File: src/hw/rtl/c_subset_token_lexer_unit_assert.svh
// Assertion helpers for the lexer RTL (included by cstl_queue).
`ifndef C_SUBSET_TOKEN_LEXER_UNIT_ASSERT_SVH
`define C_SUBSET_TOKEN_LEXER_UNIT_ASSERT_SVH

// cond must never hold outside reset
`define CSTL_ASSERT_NEVER(label, clk, rstn, cond) \
    label: assert property (@(posedge clk) disable iff (!(rstn)) !(cond)) \
        else $error("never violated");

// when trig holds, chk must hold in the next cycle
`define CSTL_ASSERT_NEXT(label, clk, rstn, trig, chk) \
    label: assert property (@(posedge clk) disable iff (!(rstn)) (trig) |=> (chk)) \
        else $error("next-cycle check violated");

`endif

File: src/hw/rtl/cstl_pkg.sv
package cstl_pkg;

    typedef enum logic [3:0] {
        M_IDLE  = 4'd0,
        M_SLASH = 4'd1,
        M_LINE  = 4'd2,
        M_BLOCK = 4'd3,
        M_BSTAR = 4'd4,
        M_IDENT = 4'd5,
        M_ZERO  = 4'd6,
        M_DEC   = 4'd7,
        M_OCT   = 4'd8,
        M_ODEAD = 4'd9,
        M_HEX   = 4'd10,
        M_OP    = 4'd11,
        M_HALT  = 4'd12
    } mode_t;

    localparam logic [5:0] K_INT     = 6'd0;
    localparam logic [5:0] K_IDENT   = 6'd1;
    localparam logic [5:0] K_KW      = 6'd2;
    localparam logic [5:0] K_PLUS    = 6'd8;
    localparam logic [5:0] K_ARROW   = 6'd9;
    localparam logic [5:0] K_MINUS   = 6'd10;
    localparam logic [5:0] K_STAR    = 6'd11;
    localparam logic [5:0] K_SLASH   = 6'd12;
    localparam logic [5:0] K_LAND    = 6'd13;
    localparam logic [5:0] K_AMP     = 6'd14;
    localparam logic [5:0] K_LOR     = 6'd15;
    localparam logic [5:0] K_PIPE    = 6'd16;
    localparam logic [5:0] K_CARET   = 6'd17;
    localparam logic [5:0] K_TILDE   = 6'd18;
    localparam logic [5:0] K_SHL     = 6'd19;
    localparam logic [5:0] K_LE      = 6'd20;
    localparam logic [5:0] K_LT      = 6'd21;
    localparam logic [5:0] K_SHR     = 6'd22;
    localparam logic [5:0] K_GE      = 6'd23;
    localparam logic [5:0] K_GT      = 6'd24;
    localparam logic [5:0] K_EQ      = 6'd25;
    localparam logic [5:0] K_ASSIGN  = 6'd26;
    localparam logic [5:0] K_NE      = 6'd27;
    localparam logic [5:0] K_NOT     = 6'd28;
    localparam logic [5:0] K_LPAREN  = 6'd29;
    localparam logic [5:0] K_RPAREN  = 6'd30;
    localparam logic [5:0] K_LBRACE  = 6'd31;
    localparam logic [5:0] K_RBRACE  = 6'd32;
    localparam logic [5:0] K_LBRACK  = 6'd33;
    localparam logic [5:0] K_RBRACK  = 6'd34;
    localparam logic [5:0] K_SEMI    = 6'd35;
    localparam logic [5:0] K_COMMA   = 6'd36;
    localparam logic [5:0] K_END     = 6'd37;
    localparam logic [5:0] K_ERR     = 6'd38;

    localparam int          NUM_KW   = 6;
    localparam logic [62:0] VMAX     = {63{1'b1}};
    localparam int          QDEPTH   = 4;

    typedef struct packed {
        logic [5:0]  kind;
        logic [62:0] value;
        logic [15:0] line;
        logic [15:0] column;
        logic [31:0] offset;
        logic [15:0] length;
        logic        last;
    } tok_t;

    typedef struct packed {
        tok_t tok0;
        tok_t tok1;
        logic two;
    } step_t;

    typedef struct packed {
        logic empty;
        logic full;
    } q_stat_t;

    function automatic logic [7:0] kw_char(input logic [2:0] k, input logic [2:0] p);
        logic [47:0] s;
        begin
            case (k)
                3'd0:    s = "int";
                3'd1:    s = "if";
                3'd2:    s = "else";
                3'd3:    s = "while";
                3'd4:    s = "for";
                3'd5:    s = "return";
                default: s = '0;
            endcase
            // string literals are right aligned; keyword length picks the first char
            case (k)
                3'd0:    kw_char = (p < 3'd3) ? s[8*(2-p) +: 8] : 8'd0;
                3'd1:    kw_char = (p < 3'd2) ? s[8*(1-p) +: 8] : 8'd0;
                3'd2:    kw_char = (p < 3'd4) ? s[8*(3-p) +: 8] : 8'd0;
                3'd3:    kw_char = (p < 3'd5) ? s[8*(4-p) +: 8] : 8'd0;
                3'd4:    kw_char = (p < 3'd3) ? s[8*(2-p) +: 8] : 8'd0;
                3'd5:    kw_char = (p < 3'd6) ? s[8*(5-p) +: 8] : 8'd0;
                default: kw_char = 8'd0;
            endcase
        end
    endfunction

    function automatic logic [15:0] kw_len(input logic [2:0] k);
        case (k)
            3'd0:    kw_len = 16'd3;
            3'd1:    kw_len = 16'd2;
            3'd2:    kw_len = 16'd4;
            3'd3:    kw_len = 16'd5;
            3'd4:    kw_len = 16'd3;
            3'd5:    kw_len = 16'd6;
            default: kw_len = 16'd0;
        endcase
    endfunction

    function automatic logic [5:0] kw_match(input logic [5:0] m, input logic [15:0] p,
                                            input logic [7:0] c);
        logic [5:0] r;
        begin
            r = m;
            for (int k = 0; k < NUM_KW; k++) begin
                if (p >= 16'd8 || kw_char(3'(k), p[2:0]) != c) begin
                    r[k] = 1'b0;
                end
            end
            kw_match = r;
        end
    endfunction

    function automatic logic is_digit(input logic [7:0] c);
        is_digit = (c >= "0") && (c <= "9");
    endfunction

    function automatic logic is_alpha(input logic [7:0] c);
        is_alpha = ((c >= "a") && (c <= "z")) || ((c >= "A") && (c <= "Z"));
    endfunction

    function automatic logic is_space(input logic [7:0] c);
        is_space = (c == " ") || ((c >= 8'd9) && (c <= 8'd13));
    endfunction

    // {valid, value}
    function automatic logic [4:0] hex_val(input logic [7:0] c);
        if (is_digit(c)) begin
            hex_val = {1'b1, 4'(c - "0")};
        end else if (c >= "a" && c <= "f") begin
            hex_val = {1'b1, 4'(c - "a" + 8'd10)};
        end else if (c >= "A" && c <= "F") begin
            hex_val = {1'b1, 4'(c - "A" + 8'd10)};
        end else begin
            hex_val = 5'd0;
        end
    endfunction

    function automatic logic [5:0] single_kind(input logic [7:0] p);
        case (p)
            "-":     single_kind = K_MINUS;
            "&":     single_kind = K_AMP;
            "|":     single_kind = K_PIPE;
            "<":     single_kind = K_LT;
            ">":     single_kind = K_GT;
            "=":     single_kind = K_ASSIGN;
            default: single_kind = K_NOT;
        endcase
    endfunction

    // {valid, kind}
    function automatic logic [6:0] pair_kind(input logic [7:0] p, input logic [7:0] c);
        pair_kind = 7'd0;
        case (p)
            "-": if (c == ">") pair_kind = {1'b1, K_ARROW};
            "&": if (c == "&") pair_kind = {1'b1, K_LAND};
            "|": if (c == "|") pair_kind = {1'b1, K_LOR};
            "<": begin
                if (c == "<") pair_kind = {1'b1, K_SHL};
                else if (c == "=") pair_kind = {1'b1, K_LE};
            end
            ">": begin
                if (c == ">") pair_kind = {1'b1, K_SHR};
                else if (c == "=") pair_kind = {1'b1, K_GE};
            end
            "=": if (c == "=") pair_kind = {1'b1, K_EQ};
            "!": if (c == "=") pair_kind = {1'b1, K_NE};
            default: pair_kind = 7'd0;
        endcase
    endfunction

    // {valid, kind} for a self-contained single-character token
    function automatic logic [6:0] punct_kind(input logic [7:0] c);
        case (c)
            "+":     punct_kind = {1'b1, K_PLUS};
            "*":     punct_kind = {1'b1, K_STAR};
            "^":     punct_kind = {1'b1, K_CARET};
            "~":     punct_kind = {1'b1, K_TILDE};
            "(":     punct_kind = {1'b1, K_LPAREN};
            ")":     punct_kind = {1'b1, K_RPAREN};
            "{":     punct_kind = {1'b1, K_LBRACE};
            "}":     punct_kind = {1'b1, K_RBRACE};
            "[":     punct_kind = {1'b1, K_LBRACK};
            "]":     punct_kind = {1'b1, K_RBRACK};
            ";":     punct_kind = {1'b1, K_SEMI};
            ",":     punct_kind = {1'b1, K_COMMA};
            default: punct_kind = 7'd0;
        endcase
    endfunction

    function automatic logic is_op_lead(input logic [7:0] c);
        is_op_lead = (c == "-") || (c == "&") || (c == "|") || (c == "<") ||
                     (c == ">") || (c == "=") || (c == "!");
    endfunction

endpackage

File: src/hw/rtl/c_subset_token_lexer_unit.sv
// A taken byte's tokens are written into the queue; the back end then loads them one at
// a time into its output registers, which drive m_tvalid, m_tdata, m_tuser and m_tlast.
// One byte per cycle while s_tready is high; s_tready drops while the 4-entry queue is
// full. Each entry holds the one or two tokens of a byte that yields any.
// Reset: aresetn synchronous, active low; position line 1, column 1, offset 0.
// An end marker also returns the lexer to its reset state after emitting END.
module c_subset_token_lexer_unit #(
    parameter int LINE_WIDTH   = 16,
    parameter int COLUMN_WIDTH = 16,
    parameter int OFFSET_WIDTH = 32
) (
    input  logic         aclk,
    input  logic         aresetn,
    input  logic         s_tvalid,
    output logic         s_tready,
    input  logic [7:0]   s_tdata,   // char_byte
    input  logic         s_tlast,   // end_of_input
    output logic         m_tvalid,
    input  logic         m_tready,
    output logic [143:0] m_tdata,   // int_value, start_line, start_column, start_offset,
                                    // token_length, zero pad
    output logic [5:0]   m_tuser,   // token_kind
    output logic         m_tlast    // last_of_run
);

    logic              in_fire;
    logic              push, pop;
    cstl_pkg::step_t   push_data, head;
    cstl_pkg::q_stat_t stat;
    cstl_pkg::tok_t    out_tok;

    assign s_tready = !stat.full;
    assign in_fire  = s_tvalid && s_tready;

    cstl_front #(
        .LINE_WIDTH  (LINE_WIDTH),
        .COLUMN_WIDTH(COLUMN_WIDTH),
        .OFFSET_WIDTH(OFFSET_WIDTH)
    ) u_front (
        .aclk     (aclk),
        .aresetn  (aresetn),
        .in_fire  (in_fire),
        .in_char  (s_tdata),
        .in_end   (s_tlast),
        .push     (push),
        .push_data(push_data)
    );

    cstl_queue u_queue (
        .aclk     (aclk),
        .aresetn  (aresetn),
        .push     (push),
        .push_data(push_data),
        .pop      (pop),
        .head     (head),
        .stat     (stat)
    );

    cstl_back u_back (
        .aclk     (aclk),
        .aresetn  (aresetn),
        .head     (head),
        .stat     (stat),
        .pop      (pop),
        .out_valid(m_tvalid),
        .out_ready(m_tready),
        .out_tok  (out_tok)
    );

    assign m_tdata = {1'b0, out_tok.length, out_tok.offset, out_tok.column,
                      out_tok.line, out_tok.value};
    assign m_tuser = out_tok.kind;
    assign m_tlast = out_tok.last;

endmodule

File: src/hw/rtl/cstl_front.sv
module cstl_front #(
    parameter int LINE_WIDTH   = 16,
    parameter int COLUMN_WIDTH = 16,
    parameter int OFFSET_WIDTH = 32
) (
    input  logic            aclk,
    input  logic            aresetn,
    input  logic            in_fire,
    input  logic [7:0]      in_char,
    input  logic            in_end,
    output logic            push,
    output cstl_pkg::step_t push_data
);

    cstl_pkg::mode_t mode_reg, mode_next;
    logic [5:0]              kw_reg, kw_next;
    logic [62:0]             acc_reg, acc_next;
    logic                    sat_reg, sat_next;
    logic [7:0]              op_reg, op_next;
    logic [LINE_WIDTH-1:0]   line_reg, line_next, tsl_reg, tsl_next;
    logic [COLUMN_WIDTH-1:0] col_reg, col_next, tsc_reg, tsc_next;
    logic [OFFSET_WIDTH-1:0] off_reg, off_next, tso_reg, tso_next;
    logic [15:0]             cnt_reg, cnt_next;

    logic [7:0]  c;
    logic        fl_valid;
    cstl_pkg::tok_t fl_tok;
    logic        a_valid, b_valid;
    cstl_pkg::tok_t a_tok, b_tok;
    logic [6:0]  pk, pu;
    logic [4:0]  hv;
    logic        do_fresh;
    logic        add_en;
    logic [1:0]  add_base;
    logic [3:0]  add_digit;
    logic [66:0] add_sum;
    logic [62:0] acc_add;
    logic        sat_add;
    logic [15:0] cnt_inc;

    assign c       = in_char;
    assign pk      = cstl_pkg::pair_kind(op_reg, c);
    assign pu      = cstl_pkg::punct_kind(c);
    assign hv      = cstl_pkg::hex_val(c);
    assign cnt_inc = (cnt_reg == 16'hFFFF) ? cnt_reg : cnt_reg + 16'd1;

    // base: 0 octal, 1 decimal, 2 hex
    always_comb begin
        case (add_base)
            2'd0:    add_sum = {1'b0, acc_reg, 3'b0} + 67'(add_digit);
            2'd1:    add_sum = {1'b0, acc_reg, 3'b0} + {3'b0, acc_reg, 1'b0} + 67'(add_digit);
            default: add_sum = {acc_reg, 4'b0} + 67'(add_digit);
        endcase
        if (sat_reg) begin
            acc_add = acc_reg;
            sat_add = 1'b1;
        end else if (add_sum[66:63] != 4'd0) begin
            acc_add = cstl_pkg::VMAX;
            sat_add = 1'b1;
        end else begin
            acc_add = add_sum[62:0];
            sat_add = 1'b0;
        end
    end

    // token held in the current mode
    always_comb begin
        fl_tok        = '0;
        fl_tok.line   = 16'(tsl_reg);
        fl_tok.column = 16'(tsc_reg);
        fl_tok.offset = 32'(tso_reg);
        fl_tok.length = cnt_reg;
        fl_valid      = 1'b1;
        case (mode_reg)
            cstl_pkg::M_IDENT: begin
                fl_tok.kind = cstl_pkg::K_IDENT;
                for (int k = 0; k < cstl_pkg::NUM_KW; k++) begin
                    if (kw_reg[k] && cstl_pkg::kw_len(3'(k)) == cnt_reg) begin
                        fl_tok.kind = cstl_pkg::K_KW + 6'(k);
                    end
                end
            end
            cstl_pkg::M_ZERO, cstl_pkg::M_DEC, cstl_pkg::M_OCT,
            cstl_pkg::M_ODEAD, cstl_pkg::M_HEX: begin
                fl_tok.kind  = cstl_pkg::K_INT;
                fl_tok.value = acc_reg;
            end
            cstl_pkg::M_OP: begin
                fl_tok.kind   = cstl_pkg::single_kind(op_reg);
                fl_tok.length = 16'd1;
            end
            cstl_pkg::M_SLASH: begin
                fl_tok.kind   = cstl_pkg::K_SLASH;
                fl_tok.length = 16'd1;
            end
            default: fl_valid = 1'b0;
        endcase
    end

    // next state
    always_comb begin
        do_fresh  = 1'b0;
        mode_next = mode_reg;
        kw_next   = kw_reg;
        acc_next  = acc_reg;
        sat_next  = sat_reg;
        op_next   = op_reg;
        tsl_next  = tsl_reg;
        tsc_next  = tsc_reg;
        tso_next  = tso_reg;
        cnt_next  = cnt_reg;
        add_en    = 1'b0;
        add_base  = 2'd1;
        add_digit = 4'(c - "0");

        // position update
        if (c == 8'h0A) begin
            line_next = (line_reg == '1) ? line_reg : line_reg + 1'b1;
            col_next  = COLUMN_WIDTH'(1);
        end else begin
            line_next = line_reg;
            col_next  = (col_reg == '1) ? col_reg : col_reg + 1'b1;
        end
        off_next = (off_reg == '1) ? off_reg : off_reg + 1'b1;

        if (in_end) begin
            mode_next = cstl_pkg::M_IDLE;
            kw_next   = '0;
            acc_next  = '0;
            sat_next  = 1'b0;
            op_next   = '0;
            line_next = LINE_WIDTH'(1);
            col_next  = COLUMN_WIDTH'(1);
            off_next  = '0;
            tsl_next  = LINE_WIDTH'(1);
            tsc_next  = COLUMN_WIDTH'(1);
            tso_next  = '0;
            cnt_next  = '0;
        end else begin
            case (mode_reg)
                cstl_pkg::M_HALT: ;
                cstl_pkg::M_LINE: if (c == 8'h0A) mode_next = cstl_pkg::M_IDLE;
                cstl_pkg::M_BLOCK: if (c == "*") mode_next = cstl_pkg::M_BSTAR;
                cstl_pkg::M_BSTAR: begin
                    if (c == "/") mode_next = cstl_pkg::M_IDLE;
                    else if (c != "*") mode_next = cstl_pkg::M_BLOCK;
                end
                cstl_pkg::M_SLASH: begin
                    if (c == "/") mode_next = cstl_pkg::M_LINE;
                    else if (c == "*") mode_next = cstl_pkg::M_BLOCK;
                    else do_fresh = 1'b1;
                end
                cstl_pkg::M_OP: begin
                    if (pk[6]) begin
                        mode_next = cstl_pkg::M_IDLE;
                    end else begin
                        do_fresh = 1'b1;
                    end
                end
                cstl_pkg::M_IDENT: begin
                    if (cstl_pkg::is_alpha(c) || cstl_pkg::is_digit(c) || c == "_") begin
                        kw_next  = cstl_pkg::kw_match(kw_reg, cnt_reg, c);
                        cnt_next = cnt_inc;
                    end else begin
                        do_fresh = 1'b1;
                    end
                end
                cstl_pkg::M_ZERO: begin
                    if (c == "x" || c == "X") begin
                        cnt_next  = cnt_inc;
                        mode_next = cstl_pkg::M_HEX;
                    end else if (cstl_pkg::is_digit(c)) begin
                        cnt_next = cnt_inc;
                        if (c < "8") begin
                            add_en    = 1'b1;
                            add_base  = 2'd0;
                            mode_next = cstl_pkg::M_OCT;
                        end else begin
                            mode_next = cstl_pkg::M_ODEAD;
                        end
                    end else begin
                        do_fresh = 1'b1;
                    end
                end
                cstl_pkg::M_DEC, cstl_pkg::M_OCT, cstl_pkg::M_ODEAD: begin
                    if (cstl_pkg::is_digit(c)) begin
                        cnt_next = cnt_inc;
                        if (mode_reg == cstl_pkg::M_DEC) begin
                            add_en = 1'b1;
                        end else if (mode_reg == cstl_pkg::M_OCT) begin
                            if (c < "8") begin
                                add_en   = 1'b1;
                                add_base = 2'd0;
                            end else begin
                                mode_next = cstl_pkg::M_ODEAD;
                            end
                        end
                    end else begin
                        do_fresh = 1'b1;
                    end
                end
                cstl_pkg::M_HEX: begin
                    if (hv[4]) begin
                        cnt_next  = cnt_inc;
                        add_en    = 1'b1;
                        add_base  = 2'd2;
                        add_digit = hv[3:0];
                    end else begin
                        do_fresh = 1'b1;
                    end
                end
                default: do_fresh = 1'b1;
            endcase

            if (add_en) begin
                acc_next = acc_add;
                sat_next = sat_add;
            end

            if (do_fresh) begin
                mode_next = cstl_pkg::M_IDLE;
                if (!cstl_pkg::is_space(c)) begin
                    tsl_next = line_reg;
                    tsc_next = col_reg;
                    tso_next = off_reg;
                    cnt_next = 16'd1;
                    acc_next = '0;
                    sat_next = 1'b0;
                    if (cstl_pkg::is_digit(c)) begin
                        acc_next  = 63'(c - "0");
                        mode_next = (c == "0") ? cstl_pkg::M_ZERO : cstl_pkg::M_DEC;
                    end else if (cstl_pkg::is_alpha(c) || c == "_") begin
                        kw_next   = cstl_pkg::kw_match(6'h3F, 16'd0, c);
                        mode_next = cstl_pkg::M_IDENT;
                    end else if (c == "/") begin
                        mode_next = cstl_pkg::M_SLASH;
                    end else if (cstl_pkg::is_op_lead(c)) begin
                        op_next   = c;
                        mode_next = cstl_pkg::M_OP;
                    end else if (!pu[6]) begin
                        mode_next = cstl_pkg::M_HALT;
                    end
                end
            end
        end
    end

    // tokens emitted by this byte
    always_comb begin
        a_valid = 1'b0;
        a_tok   = fl_tok;
        b_valid = 1'b0;
        b_tok   = '0;
        if (in_end) begin
            a_valid      = fl_valid && (mode_reg != cstl_pkg::M_HALT);
            b_valid      = 1'b1;
            b_tok.kind   = cstl_pkg::K_END;
            b_tok.line   = 16'(line_reg);
            b_tok.column = 16'(col_reg);
            b_tok.offset = 32'(off_reg);
        end else if (mode_reg == cstl_pkg::M_OP && pk[6]) begin
            b_valid      = 1'b1;
            b_tok        = fl_tok;
            b_tok.kind   = pk[5:0];
            b_tok.length = 16'd2;
        end else if (do_fresh) begin
            a_valid      = fl_valid;
            b_tok.line   = 16'(line_reg);
            b_tok.column = 16'(col_reg);
            b_tok.offset = 32'(off_reg);
            b_tok.length = 16'd1;
            if (!cstl_pkg::is_space(c) && !cstl_pkg::is_digit(c) && !cstl_pkg::is_alpha(c) &&
                c != "_" && c != "/" && !cstl_pkg::is_op_lead(c)) begin
                b_valid    = 1'b1;
                b_tok.kind = pu[6] ? pu[5:0] : cstl_pkg::K_ERR;
            end
        end
    end

    always_comb begin
        push_data      = '0;
        push_data.two  = a_valid && b_valid;
        push_data.tok0 = a_valid ? a_tok : b_tok;
        push_data.tok1 = b_tok;
        push_data.tok0.last = !(a_valid && b_valid);
        push_data.tok1.last = 1'b1;
        push = in_fire && (a_valid || b_valid);
    end

    always_ff @(posedge aclk) begin
        if (!aresetn) begin
            mode_reg <= cstl_pkg::M_IDLE;
            kw_reg   <= '0;
            acc_reg  <= '0;
            sat_reg  <= 1'b0;
            op_reg   <= '0;
            line_reg <= LINE_WIDTH'(1);
            col_reg  <= COLUMN_WIDTH'(1);
            off_reg  <= '0;
            tsl_reg  <= LINE_WIDTH'(1);
            tsc_reg  <= COLUMN_WIDTH'(1);
            tso_reg  <= '0;
            cnt_reg  <= '0;
        end else if (in_fire) begin
            mode_reg <= mode_next;
            kw_reg   <= kw_next;
            acc_reg  <= acc_next;
            sat_reg  <= sat_next;
            op_reg   <= op_next;
            line_reg <= line_next;
            col_reg  <= col_next;
            off_reg  <= off_next;
            tsl_reg  <= tsl_next;
            tsc_reg  <= tsc_next;
            tso_reg  <= tso_next;
            cnt_reg  <= cnt_next;
        end
    end

endmodule

File: src/hw/rtl/cstl_queue.sv
`include "c_subset_token_lexer_unit_assert.svh"

module cstl_queue (
    input  logic              aclk,
    input  logic              aresetn,
    input  logic              push,
    input  cstl_pkg::step_t   push_data,
    input  logic              pop,
    output cstl_pkg::step_t   head,
    output cstl_pkg::q_stat_t stat
);

    localparam int PW = $clog2(cstl_pkg::QDEPTH);

    cstl_pkg::step_t entry_reg [cstl_pkg::QDEPTH];
    logic [PW-1:0]   wr_ptr_reg, wr_ptr_next;
    logic [PW-1:0]   rd_ptr_reg, rd_ptr_next;
    logic [PW:0]     count_reg, count_next;

    assign head       = entry_reg[rd_ptr_reg];
    assign stat.empty = (count_reg == '0);
    assign stat.full  = (count_reg == (PW+1)'(cstl_pkg::QDEPTH));

    always_comb begin
        wr_ptr_next = push ? wr_ptr_reg + 1'b1 : wr_ptr_reg;
        rd_ptr_next = pop ? rd_ptr_reg + 1'b1 : rd_ptr_reg;
        count_next  = count_reg + (PW+1)'(push) - (PW+1)'(pop);
    end

    always_ff @(posedge aclk) begin
        if (!aresetn) begin
            wr_ptr_reg <= '0;
            rd_ptr_reg <= '0;
            count_reg  <= '0;
        end else begin
            wr_ptr_reg <= wr_ptr_next;
            rd_ptr_reg <= rd_ptr_next;
            count_reg  <= count_next;
        end
    end

    always_ff @(posedge aclk) begin
        if (push) begin
            entry_reg[wr_ptr_reg] <= push_data;
        end
    end

    `CSTL_ASSERT_NEVER(a_no_overflow, aclk, aresetn, push && stat.full && !pop)
    `CSTL_ASSERT_NEVER(a_no_underflow, aclk, aresetn, pop && stat.empty)
    `CSTL_ASSERT_NEXT(a_fill, aclk, aresetn, push && !pop,
                      count_reg == $past(count_reg) + (PW+1)'(1))
    `CSTL_ASSERT_NEXT(a_drain, aclk, aresetn, pop && !push,
                      count_reg == $past(count_reg) - (PW+1)'(1))

endmodule

File: src/hw/rtl/cstl_back.sv
module cstl_back (
    input  logic              aclk,
    input  logic              aresetn,
    input  cstl_pkg::step_t   head,
    input  cstl_pkg::q_stat_t stat,
    output logic              pop,
    output logic              out_valid,
    input  logic              out_ready,
    output cstl_pkg::tok_t    out_tok
);

    logic           valid_reg, valid_next;
    logic           sub_reg, sub_next;
    cstl_pkg::tok_t tok_reg;
    logic           load;

    assign load      = !stat.empty && (!valid_reg || out_ready);
    assign pop       = load && (!head.two || sub_reg);
    assign out_valid = valid_reg;
    assign out_tok   = tok_reg;

    always_comb begin
        sub_next   = load ? (head.two && !sub_reg) : sub_reg;
        valid_next = load ? 1'b1 : (out_ready ? 1'b0 : valid_reg);
    end

    always_ff @(posedge aclk) begin
        if (!aresetn) begin
            valid_reg <= 1'b0;
            sub_reg   <= 1'b0;
        end else begin
            valid_reg <= valid_next;
            sub_reg   <= sub_next;
        end
    end

    always_ff @(posedge aclk) begin
        if (load) begin
            tok_reg <= sub_reg ? head.tok1 : head.tok0;
        end
    end

endmodule

File: config.mk
export PLATFORM = sky130hd
export DESIGN_NAME = c_subset_token_lexer_unit
export DESIGN_NICKNAME = d
export VERILOG_FILES = /design/src/hw/rtl/cstl_pkg.sv /design/src/hw/rtl/c_subset_token_lexer_unit.sv /design/src/hw/rtl/cstl_front.sv /design/src/hw/rtl/cstl_queue.sv /design/src/hw/rtl/cstl_back.sv
export VERILOG_INCLUDE_DIRS = /design/src /design/src/hw/rtl
export SDC_FILE = /design/constraint.sdc
export NUM_CORES = 2
export LEC_CHECK = 0
export BUFFER_PORTS_ARGS = -buffer_cell sky130_fd_sc_hd__buf_2
export CAP_MARGIN = 5
export CORE_UTILIZATION = 52
export DETAILED_ROUTE_END_ITERATION = 10
export GPL_ROUTABILITY_DRIVEN = 0
export PLACE_DENSITY = 0.68
export SLEW_MARGIN = 20
export SYNTH_ARGS = -nofsm -noshare
export SYNTH_HDL_FRONTEND = slang
export SYNTH_SLANG_ARGS = --single-unit
File: constraint.sdc
create_clock -name aclk -period 21.5 [get_ports aclk]
set_input_delay 1.075 -clock aclk [delete_from_list [all_inputs] [get_ports aclk]]
set_output_delay 1.075 -clock aclk [all_outputs]
set_load 0.01 [all_outputs]
## Word-level counts from Yosys, hierarchy flattened

Memories as Yosys holds them, arrays and structs flattened. A register that Yosys moved wholly into a read port is not among the register bits.
Index checks and enable logic that the tools add are counted.

- Add/sub/neg operators: 23
- Order comparisons: 17
- Eq/ne operators: 88
- Shift-type cells: 6
- Mux-type cells: 243
- Reductions and logical operators: 75

Operators with widths:

| cell | number |
|---|---|
| $mux W48 | 18 |
| $mux W63 | 10 |
| $mux W8 | 56 |
| $mux W16 | 26 |
| $mux W150 | 2 |
| $shiftx A48 B33 Y8 | 6 |
| $eq A8 B6 Y1 const B | 21 |
| $mux W32 | 5 |
| $mux W80 | 2 |
| $add A67 B4 Y67 | 2 |
| $pmux W67 S2 | 1 |
| $mux W4 | 24 |
| $eq A8 B7 Y1 const B | 11 |
| $ne A8 B8 Y1 | 11 |
| $pmux W7 S12 | 1 |
| $eq A16 B16 Y1 | 5 |
| $mux W6 | 13 |
| $add A66 B4 Y67 | 1 |
| $add A66 B64 Y67 | 1 |
| $mux W64 | 1 |
| $pmux W16 S4 | 1 |
| $mux W7 | 9 |
| $mux W1 | 50 |
| $pmux W7 S7 | 1 |
| 64 further kinds | 174 |

- Bits in registers: 385
- Bits in writable memories: 1200
- Input port bits: 13
- Output and inout port bits: 153
- Word-level logic and storage cells: 477
- Memories kept: 1

Memory list:

| memory | words | bits a word | rd ports | clocked after memory_dff | write ports | line | source |
|---|---|---|---|---|---|---|---|
| u_queue.entry_reg | 4 | 300 | 1 | 1 | 1 | cstl_queue.sv:15 | `cstl_pkg::step_t entry_reg [cstl_pkg::QDEPTH];` |

## Longest topological paths before layout

- Word-level depth: 23
- Mapped depth: 27
- Depth with buffers taken out: 24

## By module

Synthesis repeated with hierarchy kept, for this count alone.

- Cells, all modules: 4821
- Area, all modules: 72482.0 um^2

Modules (own cells, without submodules):

| module | times used | cells each | area an instance (um^2) | sequential area each (um^2) |
|---|---|---|---|---|
| cstl_queue | 1 | 1615 | 44196.1 | 36334.8 |
| cstl_front | 1 | 2874 | 21536.9 | 4524.3 |
| cstl_back | 1 | 328 | 6727.7 | 4544.4 |
| c_subset_token_lexer_unit | 1 | 4 | 21.3 | 0.0 |

## Least setup slack after synthesis

No wires, ideal clock.

- Path kind: input to register
- Start: in s_tdata[1]
- End: mem u_queue.entry_reg[0][0] (netlist bit), enable pin
- Library setup time: 684 ps
- Arrival: 10534 ps
- Data required time: 20816 ps
- Slack: 10282 ps
- Stages: 13
- Cell sequence: clkbuf_1 > inv_1 > ha_1 > or4b_1 > a311oi_2 > a21oi_1 > nor4_4 > a211o_1 > or3_1 > clkbuf_1 > nand2_1 > a21oi_2 > and2_1

- Longest elaborated chain between the ends: 17

Ends and longest elaborated chain:

| what | line | source |
|---|---|---|
| start: declaration | c_subset_token_lexer_unit.sv:16 | `input logic [7:0] s_tdata,` |
| parallel branches: the longest is 13 deep, another holds $ge A8 B7 Y1 | n/a |  |
| $logic_or A1 B1 Y1 (*) | cstl_front.sv:287 | `push = in_fire && (a_valid \|\| b_valid);` |
| $logic_and A1 B1 Y1 (*) | cstl_front.sv:287 |  |
| net push | c_subset_token_lexer_unit.sv:27 | `logic push, pop;` |
| $mux W1 (*) | cstl_queue.sv:43 | `if (push) begin` |
| $mux W1 (not written as such) (*) | cstl_queue.sv:44 | `entry_reg[wr_ptr_reg] <= push_data;` |
| end: declaration | cstl_queue.sv:15 |  |

Mark *: on every way through the listed nets, which the timed path passes. The select of a mux whose other input is x is not followed.

## Worst setup path after layout

- Start: in s_tdata[1]
- End: reg u_front.acc_reg[14]

- Longest elaborated chain between the ends: 17

Ends and longest elaborated chain:

| what | line | source |
|---|---|---|
| $sub A4 B1 Y4, or another cell as far along | cstl_pkg.sv:147, cstl_pkg.sv:149 |  |
| $add A4 B4 Y4 or $logic_and A1 B1 Y1 (tied branches) | cstl_pkg.sv:147, cstl_pkg.sv:149, cstl_pkg.sv:148 |  |
| $mux W5 | cstl_pkg.sv:148 | `end else if (c >= "A" && c <= "F") begin` |
| $mux W5 | cstl_pkg.sv:146 | `end else if (c >= "a" && c <= "f") begin` |
| $mux W5 | cstl_pkg.sv:144 | `if (is_digit(c)) begin` |
| $mux W4 or $mux W2 (tied branches) | cstl_front.sv:203 | `if (hv[4]) begin` |
| $mux W4 or $pmux W2 S3 (tied branches) | cstl_front.sv:140 | `case (mode_reg)` |
| $mux W4 or $mux W2 (tied branches) | cstl_front.sv:126 | `if (in_end) begin` |
| $add A67 B4 Y67, or another cell as far along | cstl_front.sv:52 | `default: add_sum = {acc_reg, 4'b0} + 67'(add_digit);` |
| $pmux W67 S2 | cstl_front.sv:49 | `case (add_base)` |
| $reduce_bool A4 Y1 | cstl_front.sv:57 | `end else if (add_sum[66:63] != 4'd0) begin` |
| $mux W63 | cstl_front.sv:57 |  |
| $mux W63 | cstl_front.sv:54 | `if (sat_reg) begin` |
| $mux W63 | cstl_front.sv:215 | `if (add_en) begin` |
| $mux W63 | cstl_front.sv:222 | `if (!cstl_pkg::is_space(c)) begin` |
| $mux W63 (*) | cstl_front.sv:220 | `if (do_fresh) begin` |
| $mux W63 (*) | cstl_front.sv:126 |  |
| end signal: assignment | cstl_front.sv:307 | `acc_reg <= acc_next;` |
| end: declaration | cstl_front.sv:17 | `logic [62:0] acc_reg, acc_next;` |

Every way passes the cells marked *; elsewhere a longest branch is shown, timed or not. The select of a mux whose other input is x is not followed.
A chain may end at the register's enable or synchronous reset.

==> impl_metrics.py <==
metrics = {
    "status": {
        "status": "complete, no violations",
    },
    "clock_network": {
        "cts_resized": 0,
        "postCtsSetupBuffers": 0,
        "clk_pin_slew_ns": 0.06,
        "htreeDepth": 4,
        "cts_root_buf": "clkbuf_16",
        "cts.hold.buffers_added": 0,
        "cts_tree": "built",
        "clkLatencyLatePin_ns": 0.79,
        "numCtsBuffers": 153,
        "cts_buffer_depth": 3,
        "cts.sinks": 1531,
    },
    "die": {
        "die_x_um": 365,
        "die-area_mm2": 0.133,
        "die_y_um": 365,
        "core_mm2": 0.130,
        "io-pin-count": 166,
        "num_rows": 132,
        "initial_core_util_pct": 52.6,
    },
    "setup_path": {
        "ff2ff_setup_slack_ns": 13.82,
        "endpoint_kind": "flip-flop",
        "crit_path_max_fanout": 27,
        "criticalPathCategory": "primary input to flip-flop",
        "r2r.worst_path.cells": 19,
        "cp.arrival_ns": 8.99,
        "r2r-start": "u_front.mode_reg[3]$_SDFFE_PN0P_",
        "crit_required_ns": 22.13,
        "r2r_end": "u_front.acc_reg[14]$_SDFFE_PN0P_",
        "crit_path_start_kind": "primary input",
    },
    "layout": {
        "layout_commonest_cell": "edfxtp_1",
        "largest_register_ff_count": 1144,
        "final_cells": 7124,
        "regArea_mm2": 0.0436,
        "multi_input_area_mm2": 0.0244,
        "num-nets-final": 5427,
        "synthToLayoutAreaGrowth_pct": 11.8,
        "antenna_cells": 0,
        "nFillCells": 10200,
        "finalCoreUtilization_pct": 58.8,
        "layout_common_cells": "edfxtp_1 (1294), nand2_1 (690), nor2_1 (298)",
        "drive_gt1_share_pct": 14.4,
    },
    "detailed_routing": {
        "ant_nets": 0,
        "wl_um": 164000,
        "vias": 43000,
        "post_drt_wl_per_cell_um": 23.1,
        "dr.pass1.iters": 9,
        "via_per_inst": 6.03,
        "drt-initial-drc-count": 4758,
        "drc": 0,
    },
    "timing": {
        "finalCritPeriodShare_pct": 38.9,
        "fmax_ghz": 0.120,
        "worst_slew_pin_slew_ns": 1.24,
        "setup_viol": 0,
        "hold_slack_ns": 0.502,
        "fin_tns_setup_ns": 0,
        "final-hold-violation-count": 0,
        "fin_skew_ns": 0.0492,
        "slew_viol_final": 0,
        "max-slew-margin-rel_pct": 16.6,
        "grt_setup_unrepaired": "no",
        "finalCriticalPeriod_ns": 8.36,
    },
    "pwr": {
        "power_leakage_nw": 28.0,
        "peakVddDrop_mv": 0.0839,
        "powerDensity_mw_per_mm2": 102,
    },
    "global_route": {
        "grt_pass1_wl_um": 251000,
        "grt_pass1_vias": 41800,
        "grt-ovfl-total": 0,
        "grt.total_usage_pct": 24.7,
        "grt_max_degree": 143,
        "antenna_found_initial": 5,
    },
    "synthesis": {
        "synth_edf_count": 1294,
        "syn_inst": 4967,
        "synth-main-ff-cell": "edfxtp_1",
        "ys_seq_elements": 1531,
        "ys_seq_area_share_pct": 63.6,
        "async_reset_ff_share_pct": 0,
        "synth.distinct_cells": 94,
        "synth_area_mm2": 0.0685,
        "syn-mean-instance-area_um2": 13.8,
        "yosys_warnings": 0,
    },
    "worst_hold_path": {
        "holdPathStages": 2,
        "min_path_type": "flip-flop to flip-flop",
        "min_to": "u_front.kw_reg[5]$_SDFFE_PN0P_",
        "hp-start": "u_front.kw_reg[5]$_SDFFE_PN0P_",
    },
    "placed_design": {
        "place.port_buffers": 164,
        "dp_hpwl_um": 98800,
        "dp_cells": 6840,
    },
    "job": {
        "drv_cap": 0,
    },
}
[worst max-delay path, cell delays in order]
cell	delay, ns
buf_2	0.36
inv_1	0.23
ha_1	0.42
or4b_1	0.56
a311oi_2	0.34
a21oi_1	0.15
or2_1	0.32
and3_1	0.24
a21oi_1	0.29
fa_1	0.52
inv_1	0.08
ha_1	0.15
a211oi_1	0.07
o21bai_1	0.39
o211ai_1	0.17
a2111oi_0	0.91
o21ai_0	0.25
a211oi_1	0.63
o211ai_1	0.27
nor3_4	0.65
buf_4	0.48
a31oi_1	0.13
a211o_1	0.28
[area by class of cell]
cell class / instances / share of cell area [%]
Inverter: 51 / 0.266
Timing Repair Buffer: 217 / 1.71
Sequential cell: 1531 / 57.0
Tap cell: 1742 / 2.85
Clock buffer: 213 / 5.58
Multi-Input combinational cell: 3299 / 31.9
Clock inverter: 71 / 0.796
[how the worst max path moves through the flow]
stage | end | from | slack [ns]
after floorplan | u_queue.entry_reg[0][0]$_DFFE_PP_ | s_tdata[1] | 10.28
after global placement | u_front.acc_reg[40]$_SDFFE_PN0P_ | s_tdata[1] | 12.70
after detailed placement | u_front.acc_reg[59]$_SDFFE_PN0P_ | s_tdata[1] | 12.53
after CTS | u_front.acc_reg[14]$_SDFFE_PN0P_ | s_tdata[1] | 13.35
after global routing | u_front.acc_reg[14]$_SDFFE_PN0P_ | s_tdata[1] | 12.73
final | u_front.acc_reg[14]$_SDFFE_PN0P_ | s_tdata[1] | 13.14
[power breakdown]
| group | total (mW) | internal (mW) | switching (mW) |
|---|---|---|---|
| Sequential | 3.73 | 3.61 | 0.122 |
| Clock | 2.58 | 1.47 | 1.12 |
| Combinational | 1.46 | 0.530 | 0.928 |
| Total | 7.77 | 5.61 | 2.17 |
[cells in the mapped netlist, types with 28 or more instances]
cell type | instances | area share [%]
edfxtp_1 | 1294 | 57
nand2_1 | 692 | 3.8
nor2_1 | 299 | 1.6
mux4_2 | 286 | 9.4
clkbuf_1 | 256 | 1.4
dfxtp_1 | 237 | 6.9
a21oi_1 | 210 | 1.5
ha_1 | 158 | 2.9
o21ai_0 | 150 | 1.1
a22o_1 | 133 | 1.7
nand3_1 | 111 | 0.81
and2_1 | 106 | 0.97
xnor2_1 | 92 | 1.2
a22oi_1 | 89 | 0.98
xor2_1 | 87 | 1.1
nand4_1 | 61 | 0.56
buf_1 | 51 | 0.28
and3_1 | 48 | 0.44
inv_1 | 47 | 0.26
nor3_1 | 42 | 0.31
o211ai_1 | 30 | 0.33
a31oi_1 | 28 | 0.26
[cell families (layout without fill, tap and decap cells)]
family                   after synthesis  after routing  share of synthesized area, %
adder cells (fa/ha/maj)              161            161                          2.97
AND/OR/NAND/NOR                     1502           1502                          10.0
other                                  1            253                       0.00547
multiplexers                         304            304                          9.67
XOR/XNOR                             179            179                          2.29
flip-flops                          1531           1531                          63.6
buffers and inverters                389            552                          2.26
AO/OA/AOI/OAI                        900            900                          9.13
[routing by layer]
layer / track usage [%] / up-vias / part of all wire [%]
met2: 38.6 / 1735 / 47
met5: 0 / - / 0.023
met1: 35.7 / 21500 / 43
li1: - / 19400 / -
met3: 4.42 / 270 / 7.8
met4: 7.20 / 6 / 2.3
[through the flow]
step                      instance area (um2)  setup slack [ns]  power, mW
after floorplan                         69400             10.28       4.77
after global placement                  71700             12.70       5.26
after detailed placement                71700             12.53       5.28
after CTS                               76500             13.35       7.85
after global routing                    76600             12.73       8.09
final                                   76600             13.14       7.77
No activity file was read; power rests on OpenSTA's default activity.
